==> config.mk <==
export PLATFORM = sky130hd
export DESIGN_NAME = instruction_class_decoder
export DESIGN_NICKNAME = d
export VERILOG_FILES = /design/src/design/icd_pkg.sv /design/src/design/icd_decode.sv /design/src/design/instruction_class_decoder.sv
export SDC_FILE = /design/constraint.sdc
export NUM_CORES = 1
export LEC_CHECK = 0
export ABC_AREA = 1
export BUFFER_PORTS_ARGS = -buffer_cell sky130_fd_sc_hd__buf_2
export CORE_ASPECT_RATIO = 1.4
export CORE_MARGIN = 5
export CORE_UTILIZATION = 50
export CTS_CLUSTER_SIZE = 40
export DETAILED_ROUTE_END_ITERATION = 6
export HOLD_SLACK_MARGIN = 0.15
export PLACE_DENSITY = 0.72
export SYNTH_ARGS = -nofsm -noshare
export SYNTH_HDL_FRONTEND = slang
export SYNTH_HIERARCHICAL = 1
export SYNTH_SLANG_ARGS = --single-unit
export TNS_END_PERCENT = 5
==> constraint.sdc <==
create_clock -name clk -period 2.7 [get_ports clk]
set_input_delay 0.135 -clock clk [delete_from_list [all_inputs] [get_ports clk]]
set_output_delay 0.135 -clock clk [all_outputs]
set_load 0.005 [all_outputs]
==> src/design/icd_pkg.sv <==
// ----------------------------------------------------------------------------
// icd_pkg
// types and constants shared by the instruction class decoder
// ----------------------------------------------------------------------------
package icd_pkg;

  localparam int unsigned WORD_W  = 16;
  localparam int unsigned CLASS_W = 7;

  // words handed to the handler for the implied-r0 program memory loads
  localparam logic [WORD_W-1:0] LPM_R0_WORD  = 16'h9004;
  localparam logic [WORD_W-1:0] ELPM_R0_WORD = 16'h9006;

  // numbered in order of first appearance in the decode tree
  typedef enum logic [CLASS_W-1:0] {
    CLS_NOP, CLS_MOVW, CLS_MULS, CLS_MULSU, CLS_FMUL, CLS_FMULS, CLS_FMULSU,
    CLS_CPC, CLS_CP, CLS_SBC, CLS_SUB, CLS_ADC, CLS_ADD, CLS_CPSE,
    CLS_AND, CLS_EOR, CLS_OR, CLS_MOV, CLS_CPI, CLS_SBCI, CLS_SUBI,
    CLS_ORI, CLS_ANDI, CLS_STD, CLS_LDD, CLS_STS, CLS_ST_Y, CLS_ST_Z,
    CLS_PUSH, CLS_ST_X, CLS_LDS, CLS_LD_Y, CLS_LD_Z, CLS_POP, CLS_LD_X,
    CLS_LPM, CLS_ELPM, CLS_COM, CLS_NEG, CLS_SWAP, CLS_INC, CLS_ASR,
    CLS_LSR, CLS_ROR, CLS_RET, CLS_RETI, CLS_SLEEP, CLS_SPM, CLS_BCLR,
    CLS_BSET, CLS_ICALL, CLS_IJMP, CLS_EICALL, CLS_EIJMP, CLS_DEC, CLS_JMP,
    CLS_CALL, CLS_ADIW, CLS_SBIW, CLS_SBI, CLS_CBI, CLS_SBIS, CLS_SBIC,
    CLS_MUL, CLS_IN, CLS_OUT, CLS_RJMP, CLS_RCALL, CLS_LDI, CLS_BRANCH,
    CLS_BLD, CLS_BST, CLS_SBRS, CLS_SBRC
  } inst_class_t;

  typedef struct packed {
    inst_class_t       cls;
    logic              invalid;
    logic [WORD_W-1:0] word;
  } decode_t;

endpackage

==> src/design/icd_decode.sv <==
// ----------------------------------------------------------------------------
// icd_decode
// priority decode tree: opcode word to instruction class and handler word
// ----------------------------------------------------------------------------
module icd_decode (
  input  logic [icd_pkg::WORD_W-1:0] word,
  output icd_pkg::decode_t           result
);

  logic [7:0]            h;
  logic [7:0]            l;
  logic [3:0]            n;
  logic [7:0]            g;
  logic                  bad;
  icd_pkg::inst_class_t  cls;
  logic [icd_pkg::WORD_W-1:0] hw;

  assign h = word[15:8];
  assign l = word[7:0];
  assign n = word[3:0];
  assign g = {h[7:2], 2'b00};

  always_comb begin
    bad = 1'b0;
    cls = icd_pkg::CLS_NOP;
    hw  = word;
    if (h[7:2] == 6'b000000) begin
      if (word == '0) begin
        cls = icd_pkg::CLS_NOP;
      end else if (h == 8'h01) begin
        cls = icd_pkg::CLS_MOVW;
      end else if (h == 8'h02) begin
        cls = icd_pkg::CLS_MULS;
      end else if (h == 8'h03) begin
        case ({l[7], l[3]})
          2'b00:   cls = icd_pkg::CLS_MULSU;
          2'b01:   cls = icd_pkg::CLS_FMUL;
          2'b10:   cls = icd_pkg::CLS_FMULS;
          default: cls = icd_pkg::CLS_FMULSU;
        endcase
      end else begin
        bad = 1'b1;
      end
    end else if (h[7:6] == 2'b00) begin
      if (h[7:5] == 3'b000) begin
        case (g)
          8'h04:   cls = icd_pkg::CLS_CPC;
          8'h14:   cls = icd_pkg::CLS_CP;
          8'h08:   cls = icd_pkg::CLS_SBC;
          8'h18:   cls = icd_pkg::CLS_SUB;
          8'h1c:   cls = icd_pkg::CLS_ADC;
          8'h0c:   cls = icd_pkg::CLS_ADD;
          8'h10:   cls = icd_pkg::CLS_CPSE;
          default: bad = 1'b1;
        endcase
      end else begin
        case (g)
          8'h20:   cls = icd_pkg::CLS_AND;
          8'h24:   cls = icd_pkg::CLS_EOR;
          8'h28:   cls = icd_pkg::CLS_OR;
          8'h2c:   cls = icd_pkg::CLS_MOV;
          default: cls = icd_pkg::CLS_CPI;
        endcase
      end
    end else if (h[7:6] == 2'b01) begin
      case (h[7:4])
        4'h4:    cls = icd_pkg::CLS_SBCI;
        4'h5:    cls = icd_pkg::CLS_SUBI;
        4'h6:    cls = icd_pkg::CLS_ORI;
        default: cls = icd_pkg::CLS_ANDI;
      endcase
    end else if ((h & 8'hd0) == 8'h80) begin
      cls = h[1] ? icd_pkg::CLS_STD : icd_pkg::CLS_LDD;
    end else if (h[7:2] == 6'b100100) begin
      // loose sub-decode: only the listed low-nibble bits are tested
      if (h[1]) begin
        if (n == 4'h0)                  cls = icd_pkg::CLS_STS;
        else if (l[3:2] == 2'b10)       cls = icd_pkg::CLS_ST_Y;
        else if (l[3:2] == 2'b00)       cls = icd_pkg::CLS_ST_Z;
        else if (n == 4'hf)             cls = icd_pkg::CLS_PUSH;
        else if (n >= 4'hc)             cls = icd_pkg::CLS_ST_X;
        else                            bad = 1'b1;
      end else begin
        if (n == 4'h0)                  cls = icd_pkg::CLS_LDS;
        else if (l[3:2] == 2'b10)       cls = icd_pkg::CLS_LD_Y;
        else if (l[3:2] == 2'b00)       cls = icd_pkg::CLS_LD_Z;
        else if (n == 4'hf)             cls = icd_pkg::CLS_POP;
        else if (n >= 4'hc)             cls = icd_pkg::CLS_LD_X;
        else if (l[3:1] == 3'b010)      cls = icd_pkg::CLS_LPM;
        else if (l[3:1] == 3'b011)      cls = icd_pkg::CLS_ELPM;
        else                            bad = 1'b1;
      end
    end else if (h[7:1] == 7'b1001010) begin
      if (!l[3]) begin
        case (n)
          4'h0:    cls = icd_pkg::CLS_COM;
          4'h1:    cls = icd_pkg::CLS_NEG;
          4'h2:    cls = icd_pkg::CLS_SWAP;
          4'h3:    cls = icd_pkg::CLS_INC;
          4'h5:    cls = icd_pkg::CLS_ASR;
          4'h6:    cls = icd_pkg::CLS_LSR;
          4'h7:    cls = icd_pkg::CLS_ROR;
          default: bad = 1'b1;
        endcase
      end else if (h == 8'h95 && n == 4'h8) begin
        if (l == 8'h08) begin
          cls = icd_pkg::CLS_RET;
        end else if (l == 8'h18) begin
          cls = icd_pkg::CLS_RETI;
        end else if (l == 8'h88) begin
          cls = icd_pkg::CLS_SLEEP;
        end else if (l == 8'hc8) begin
          cls = icd_pkg::CLS_LPM;
          hw  = icd_pkg::LPM_R0_WORD;
        end else if (l == 8'hd8) begin
          cls = icd_pkg::CLS_ELPM;
          hw  = icd_pkg::ELPM_R0_WORD;
        end else if ((l & 8'hef) == 8'he8) begin
          cls = icd_pkg::CLS_SPM;
        end else begin
          bad = 1'b1;
        end
      end else if (!h[0] && n == 4'h8) begin
        cls = l[7] ? icd_pkg::CLS_BCLR : icd_pkg::CLS_BSET;
      end else if (l == 8'h09) begin
        cls = h[0] ? icd_pkg::CLS_ICALL : icd_pkg::CLS_IJMP;
      end else if (l == 8'h19) begin
        cls = h[0] ? icd_pkg::CLS_EICALL : icd_pkg::CLS_EIJMP;
      end else if (n == 4'ha) begin
        cls = icd_pkg::CLS_DEC;
      end else if (l[3:1] == 3'b110) begin
        cls = icd_pkg::CLS_JMP;
      end else if (l[3:1] == 3'b111) begin
        cls = icd_pkg::CLS_CALL;
      end else begin
        bad = 1'b1;
      end
    end else if (h[7:4] == 4'h9) begin
      case (h)
        8'h96:   cls = icd_pkg::CLS_ADIW;
        8'h97:   cls = icd_pkg::CLS_SBIW;
        8'h9a:   cls = icd_pkg::CLS_SBI;
        8'h98:   cls = icd_pkg::CLS_CBI;
        8'h9b:   cls = icd_pkg::CLS_SBIS;
        8'h99:   cls = icd_pkg::CLS_SBIC;
        default: cls = icd_pkg::CLS_MUL;
      endcase
    end else if (h[7:3] == 5'b10110) begin
      cls = icd_pkg::CLS_IN;
    end else if (h[7:3] == 5'b10111) begin
      cls = icd_pkg::CLS_OUT;
    end else if (h[7:4] == 4'hc) begin
      cls = icd_pkg::CLS_RJMP;
    end else if (h[7:4] == 4'hd) begin
      cls = icd_pkg::CLS_RCALL;
    end else if (h[7:4] == 4'he) begin
      cls = icd_pkg::CLS_LDI;
    end else if (h[7:3] == 5'b11110) begin
      cls = icd_pkg::CLS_BRANCH;
    end else if (h[7:1] == 7'b1111100) begin
      cls = icd_pkg::CLS_BLD;
    end else if (h[7:1] == 7'b1111101) begin
      cls = icd_pkg::CLS_BST;
    end else if (h[7:1] == 7'b1111111) begin
      cls = icd_pkg::CLS_SBRS;
    end else if (h[7:1] == 7'b1111110) begin
      cls = icd_pkg::CLS_SBRC;
    end else begin
      bad = 1'b1;
    end
  end

  // unassigned encodings report class zero and pass the fetched word
  always_comb begin
    result.invalid = bad;
    result.cls     = bad ? icd_pkg::CLS_NOP : cls;
    result.word    = bad ? word : hw;
  end

endmodule

==> src/design/instruction_class_decoder.sv <==
// ----------------------------------------------------------------------------
// instruction_class_decoder
// classifies one fetched 16-bit opcode per cycle into its instruction class
// ----------------------------------------------------------------------------
//  channel  | handshake          | payload
//  ---------+--------------------+-----------------------------------------
//  in       | in_valid/in_ready  | instruction_word
//  out      | out_valid/out_ready| inst_class, invalid, handler_word
//
//  one item per cycle unless stalled; input register, decode, result
//  register. reset empties both stages. a stalled result holds in the
//  result register while an empty input register takes a new transfer;
//  in_ready drops only when both stages are full and out_ready is low.
// ----------------------------------------------------------------------------
module instruction_class_decoder (
  input  logic                          clk,
  input  logic                          rst,
  input  logic                          in_valid,
  output logic                          in_ready,
  input  logic [icd_pkg::WORD_W-1:0]    instruction_word,
  output logic                          out_valid,
  input  logic                          out_ready,
  output logic [icd_pkg::CLASS_W-1:0]   inst_class,
  output logic                          invalid,
  output logic [icd_pkg::WORD_W-1:0]    handler_word
);

  logic                       s1_valid;
  logic [icd_pkg::WORD_W-1:0] s1_word;
  logic                       s1_take;
  icd_pkg::decode_t           dec;

  assign s1_take  = !out_valid || out_ready;
  assign in_ready = !s1_valid || s1_take;

  icd_decode u_decode (
    .word   (s1_word),
    .result (dec)
  );

  always_ff @(posedge clk) begin
    if (rst) begin
      s1_valid  <= 1'b0;
      out_valid <= 1'b0;
    end else begin
      if (in_ready) s1_valid <= in_valid;
      if (s1_take)  out_valid <= s1_valid;
    end
  end

  always_ff @(posedge clk) begin
    if (in_valid && in_ready) s1_word <= instruction_word;
    if (s1_valid && s1_take) begin
      inst_class   <= dec.cls;
      invalid      <= dec.invalid;
      handler_word <= dec.word;
    end
  end

endmodule

==> reports/metrics.csv, run 1 <==
metric,value,unit
post-DR wirelength/cell,15.6,um
Final TNS setup,0,ns
Final GP Congestion,0.950,
final instance area,3190,um2
core box area,5120,um2
count of cell types in the netlist,36,
global-route wire length before repair,11100,um
Mapped Cells,320,
Max Buffers Root-to-Sink,2,
Post-Synth Simple-Gate Area,0.267,
Worst Hold End,s1_word[4]$_DFFE_PP_,
initial antenna violation count,0,
Synth area leader,edfxtp_1,
crit-path max cell delay,0.54,ns
CP Cell Sequence,inv_6 -> nand2_4 -> nor2_4 -> inv_2 -> nor3_1 -> nand3_1 -> o31ai_1 -> o311ai_0 -> nand3_1 -> a21oi_1,
post-layout util,0.624,
part of the power in combinational logic,0.146,
critical path arrival,2.43,ns
largest family of logic cells by synthesized area,simple AND/OR/NAND/NOR gates,
unrepaired setup endpoints after global routing,no,
CP endpoint kind,flip-flop,
Yosys reg bits,42,
Ys Warns,6,
ANT nets after route,0,
RR Endpoint,inst_class[1]$_DFFE_PP_,
NumNets Final,405,
Compound-Gate Fraction of Synth Area,0.144,
sw power,380,uW
Rows,31,
HP Class,in -> reg,
die span in y,95.7,um
Horiz. Die Dim,71.2,um
internal cell power,1.15,mW
sequential share of the synthesized area,0.474,
Slowest cell on crit path,edfxtp_1,
vias in the first global route,2473,
setup violators final,0,
DR vias,2492,
DR iter-0 viols,184,
min cycle time layout,2.38,ns
total chip power,1.53,mW
"Reg clk slew, reported paths",0.08,ns
Adder-Cell Fraction of Synth Area,0.0191,
routed vias/inst,5.56,
sequential share of power,0.516,
switching share of power,0.249,
post-synth top area share,0.458,
Synth Area in XOR/XNOR,0,
Pins Over Slew Limit,0,
Pre-Repair DR Iteration Count,5,
Final Cycle Share,0.882,
Clock Skews,0.00585,ns
share of cells above drive strength 1,0.209,
Post-Syn Area,2620,um2
CTS tree,yes,
mux cell area share after synthesis,0,
largest net degree at the start of global routing,25,
Die ar.,6810,um2
Worst-Margin Slew,0.589,ns
worst hold stages,3,
CP Class,reg -> reg,
drt total wl,6980,um
total CTS buffers,5,
syn nets,344,
Worst-Skew Late Latency,0.29,ns
max_cap viols,0,
Mapped Avg Cell Area,8.19,um2
I/O pin total,46,
critical path startpoint category,flip-flop,
Worst path most repeated cell,nand3_1,
maximum VDD drop,0.286,mV
"commonest cells after routing, fill and taps aside","66 x nand2_1, 45 x buf_2, 42 x nor2_1",
r2r startpoint,s1_word[13]$_DFFE_PP_,
headroom to the max-slew limit,0.607,
Crit Path Max Fanout,10,
post-CTS setup buffer count,0,
Final Hold Vio Count,0,
R2R setup slack,0.32,ns
"most common cell after layout, fill and taps aside",nand2_1,
Detail Placement HPWL,5380,um
H-Tree Depth,2,
Fmax,420,MHz
worst reg2reg path depth,10,
Port-buffer cells,45,
CTS resizes,0,
area delta synth->final,21.9,%
Clk pwr share,0.337,
Root Driver,clkbuf_8,
Starting Density,0.512,
clock net sink count,42,
number of diodes,0,
cell area power density,478,nW/um2
drc violations,0,
GRT Overall Usage,0.211,
Hold Crit Start,in_valid,
outcome,finished clean,
CTS hold repair buffers,19,
GRT overflow,0,
placed cell area,2890,um2
"top cells by area, synth","edfxtp_1 46%, nand2_1 9.5%, nor2_1 6.0%",
"Data required, critical path",2.75,ns
Static Leak,1.43,nW
==> synth_stat cells <==
cell type / n
nor2_2: 2
buf_6: 1
edfxtp_1: 40
buf_4: 3
a211oi_1: 2
dfxtp_1: 2
nor3_4: 1
nand4_1: 4
nand2_2: 4
o211ai_1: 7
inv_4: 1
nor2_8: 1
nor2_4: 1
clkinv_1: 1
nor3_1: 5
clkbuf_2: 2
o21ai_0: 12
o311ai_0: 1
clkbuf_1: 8
a21oi_2: 1
inv_1: 37
nand3_1: 22
inv_6: 1
nand3_2: 1
o2111ai_1: 2
o31ai_1: 4
ha_1: 4
inv_2: 5
nand2_1: 66
nand2_4: 3
a22oi_1: 1
a21oi_1: 28
nor2_1: 42
a21boi_4: 1
or2_2: 1
a31oi_1: 3
==> power groups by stage <==
| stage | combinational, mW | sequential [mW] | clock [mW] |
|---|---|---|---|
| after global placement | 0.201 | 0.802 | 0 |
| after CTS | 0.221 | 0.788 | 0.526 |
| final | 0.224 | 0.788 | 0.515 |
| after global routing | 0.248 | 0.793 | 0.551 |
| after floorplan | 0.140 | 0.791 | 0 |
| after detailed placement | 0.200 | 0.803 | 0 |
==> through the flow <==
| stage | cells | hold slack [ns] | setup WS [ns] |
|---|---|---|---|
| 2_1_floorplan | 320 | 0.197 | 0.707 |
| 3_5_place_dp | 421 | 0.313 | 0.353 |
| 3_3_place_gp | 421 | 0.312 | 0.291 |
| 4_1_cts | 448 | 0.516 | 0.350 |
| 5_1_grt | 448 | 0.536 | 0.161 |
| 6_report | 448 | 0.515 | 0.318 |
==> metal layers <==
layer  routed length, um  track usage  up-vias
met5                   0            0        -
met4                 337        0.135        0
met3                 382       0.0327       29
met2                3600        0.393      122
met1                2660        0.215     1136
li1                    -            -     1205
==> final cells by class <==
cell class,instances,area (um2)
Timing Repair Buffer,68,445
Tap cell,66,82.6
Clock inverter,1,30.0
Clock buffer,7,86.3
Sequential cell,42,1240
Multi-Input combinational cell,219,1130
Inverter,45,176
Fill cell,453,1930
==> worst max path at each step <==
stage,to,startpoint,cells after the start
after floorplan,handler_word[0]$_DFFE_PP_,s1_valid$_SDFFE_PP0P_,2
after global placement,inst_class[1]$_DFFE_PP_,s1_word[13]$_DFFE_PP_,10
after detailed placement,inst_class[1]$_DFFE_PP_,s1_word[13]$_DFFE_PP_,10
after CTS,inst_class[1]$_DFFE_PP_,s1_word[13]$_DFFE_PP_,10
after global routing,inst_class[1]$_DFFE_PP_,s1_word[13]$_DFFE_PP_,10
final,inst_class[1]$_DFFE_PP_,s1_word[13]$_DFFE_PP_,10
==> flip-flops by register name, summed over array words and instances (netlist names) <==
signal,count
handler_word,16
inst_class,7
invalid,1
out_valid,1
s1_valid,1
s1_word,16
==> critical path, delay by kind of cell, from the launching register on <==
| family | cells | cell delay [ns] |
|---|---|---|
| compound gates | 3 | 0.40 |
| flops | 1 | 0.54 |
| buf+inv | 2 | 0.25 |
| simple gates | 5 | 0.95 |
==> logic make-up (layout without fill, tap and decap cells) <==
group	Yosys count	after routing
buf+inv	59	121
compound gates	62	62
simple gates	153	153
flops	42	42
fa+ha+maj	4	4
Note: power is estimated with default switching activity, not from simulation.
==> run 2, diff against run 1 <==
Settings changed: ABC_AREA 1 to not set.
==> run 2 against run 1 <==
Compared with the run above: via count shrank 14%; synthesized area shrank 2.9%; maximum frequency grew 4.4%; count of clock-buffer cells in the layout shrank 1; sequential share of layout area grew 1.5 points; sequential power is essentially flat; setup slack gained 0.10 ns; first-iteration DRC count grew 20%; critical path type unchanged.
==> reports/metrics.csv, run 2 <==
metric,value,unit
outcome,finished clean,
GRT overflow,0,
count of cell types in the netlist,63,
total CTS buffers,5,
Pins Over Slew Limit,0,
CP endpoint kind,flip-flop,
clock net sink count,42,
CTS tree,yes,
Final Hold Vio Count,0,
I/O pin total,46,
Crit Path Max Fanout,7,
Yosys reg bits,42,
routed vias/inst,5.74,
"top cells by area, synth","edfxtp_1 47%, clkbuf_1 4.1%, o21ai_0 3.9%",
Static Leak,1.17,nW
Final GP Congestion,0.911,
Top Registers,"handler_word (16), s1_word (16), inst_class (7)",
core box area,4880,um2
CP Class,reg -> reg,
HP Class,in -> reg,
placed cells,348,
Post-Layout Cell Count,375,
Post-synth EDFFs,40,
drt total wl,5750,um
sequential share of the synthesized area,0.488,
Ys Warns,6,
Synth area leader,edfxtp_1,
H-Tree Depth,2,
DR iter-0 viols,220,
maximum VDD drop,0.353,mV
Min Hold Slack,0.341,ns
ANT nets after route,0,
number of diodes,0,
cell area power density,455,nW/um2
Mapped Cells,259,
vias in the first global route,1962,
Synth Flop Type,edfxtp_1,
headroom to the max-slew limit,0.557,
Worst-Skew Late Latency,0.29,ns
max_cap viols,0,
Setup WS pre-CTS,0.461,ns
NumNets Final,334,
largest net degree at the start of global routing,25,
final instance area,3080,um2
Max Buffers Root-to-Sink,2,
post-synth top area share,0.472,
Pre-Repair DR Iteration Count,5,
DR vias,2153,
Starting Density,0.521,
initial antenna violation count,0,
unrepaired setup endpoints after global routing,no,
global-route wire length before repair,9460,um
"Data required, critical path",2.74,ns
"most common cell after layout, fill and taps aside",buf_2,
"commonest cells after routing, fill and taps aside","45 x buf_2, 40 x edfxtp_1, 20 x nand2_1, 20 x o21ai_0, 19 x dlygate4sd3_1",
setup violators final,0,
share of synthesized registers carrying an async set or reset,0,
Clock Skews,0.00222,ns
area delta synth->final,20.9,%
post-DR wirelength/cell,15.3,um
critical path arrival,2.32,ns
Synth top cells by count,"40 x edfxtp_1, 28 x clkbuf_1, 20 x nand2_1, 20 x o21ai_0",
drc violations,0,
critical path startpoint category,flip-flop,
Rows,30,
syn nets,283,
Final Cycle Share,0.845,
share of cells above drive strength 1,0.248,
Die ar.,6630,um2
placed cell area,2800,um2
Port-buffer cells,45,
die span in y,94.4,um
Post-Syn Area,2540,um2
Fmax,438,MHz
GRT Overall Usage,0.181,
Mapped Avg Cell Area,9.82,um2
Horiz. Die Dim,70.3,um
"Reg clk slew, reported paths",0.07,ns
worst setup margin,0.417,ns
Detail Placement HPWL,3920,um
post-CTS setup buffer count,0,
most frequent cell after synthesis,edfxtp_1,
Final TNS setup,0,ns
CTS resizes,0,
min cycle time layout,2.28,ns
Worst-Margin Slew,0.664,ns
total chip power,1.40,mW
post-layout util,0.630,
Root Driver,clkbuf_8,
==> run 2: final cells by class <==
cell class              count  area (um2)
inverters                   8        30.0
clock inverters             2        8.76
repair buffers             75         498
flip-flops and latches     42        1240
fillers                   446        1800
well taps                  64        80.1
clock buffers               6        72.6
multi-input cells         178        1140
==> run 2: critical path: stages, from the launching register on <==
cell	delay [ns]
edfxtp_1	0.40
nor3b_1	0.51
nand2_1	0.34
or4_1	0.59
nand3_1	0.10
a311oi_2	0.09
==> run 2: per-layer routing <==
metal | up-vias | part of all wire | wire, um | global-route usage
met1 | 989 | 0.40 | 2300 | 0.220
met4 | 0 | 0.037 | 210 | 0.0942
met5 | - | 0 | 0 | 0
li1 | 1053 | - | - | -
met2 | 90 | 0.50 | 2870 | 0.300
met3 | 21 | 0.063 | 362 | 0.0373
==> run 2: path summary, 6_finish.rpt <==
check / from / end / slack, ns / depth (start not counted)
worst min-delay path: in_valid / s1_word[9]$_DFFE_PP_ / 0.34 / 2
worst max-delay path: s1_word[9]$_DFFE_PP_ / inst_class[1]$_DFFE_PP_ / 0.42 / 5
worst max register to register: s1_word[9]$_DFFE_PP_ / inst_class[1]$_DFFE_PP_ / 0.42 / 5
worst min register to register: s1_valid$_SDFFE_PP0P_ / out_valid$_SDFFE_PP0P_ / 0.50 / 2
==> run 2: kinds of logic after synthesis <==
| group | after synthesis | synth area share |
|---|---|---|
| xor+xnor | 4 | 0.0138 |
| buf+inv | 39 | 0.0620 |
| simple gates | 92 | 0.207 |
| flops | 42 | 0.488 |
| compound gates | 78 | 0.210 |
| fa+ha+maj | 4 | 0.0197 |
==> run 2: power breakdown <==
| group | internal [mW] | switching, mW | total (mW) |
|---|---|---|---|
| Sequential | 0.755 | 0.0304 | 0.786 |
| Combinational | 0.110 | 0.124 | 0.234 |
| Clock | 0.178 | 0.201 | 0.379 |
==> run 2: what timing repair did <==
| action | in CTS | in global routing |
|---|---|---|
| hold endpoints to repair | 18 | 0 |
| setup endpoints to repair | 0 | 0 |
| hold buffers | 19 | 0 |
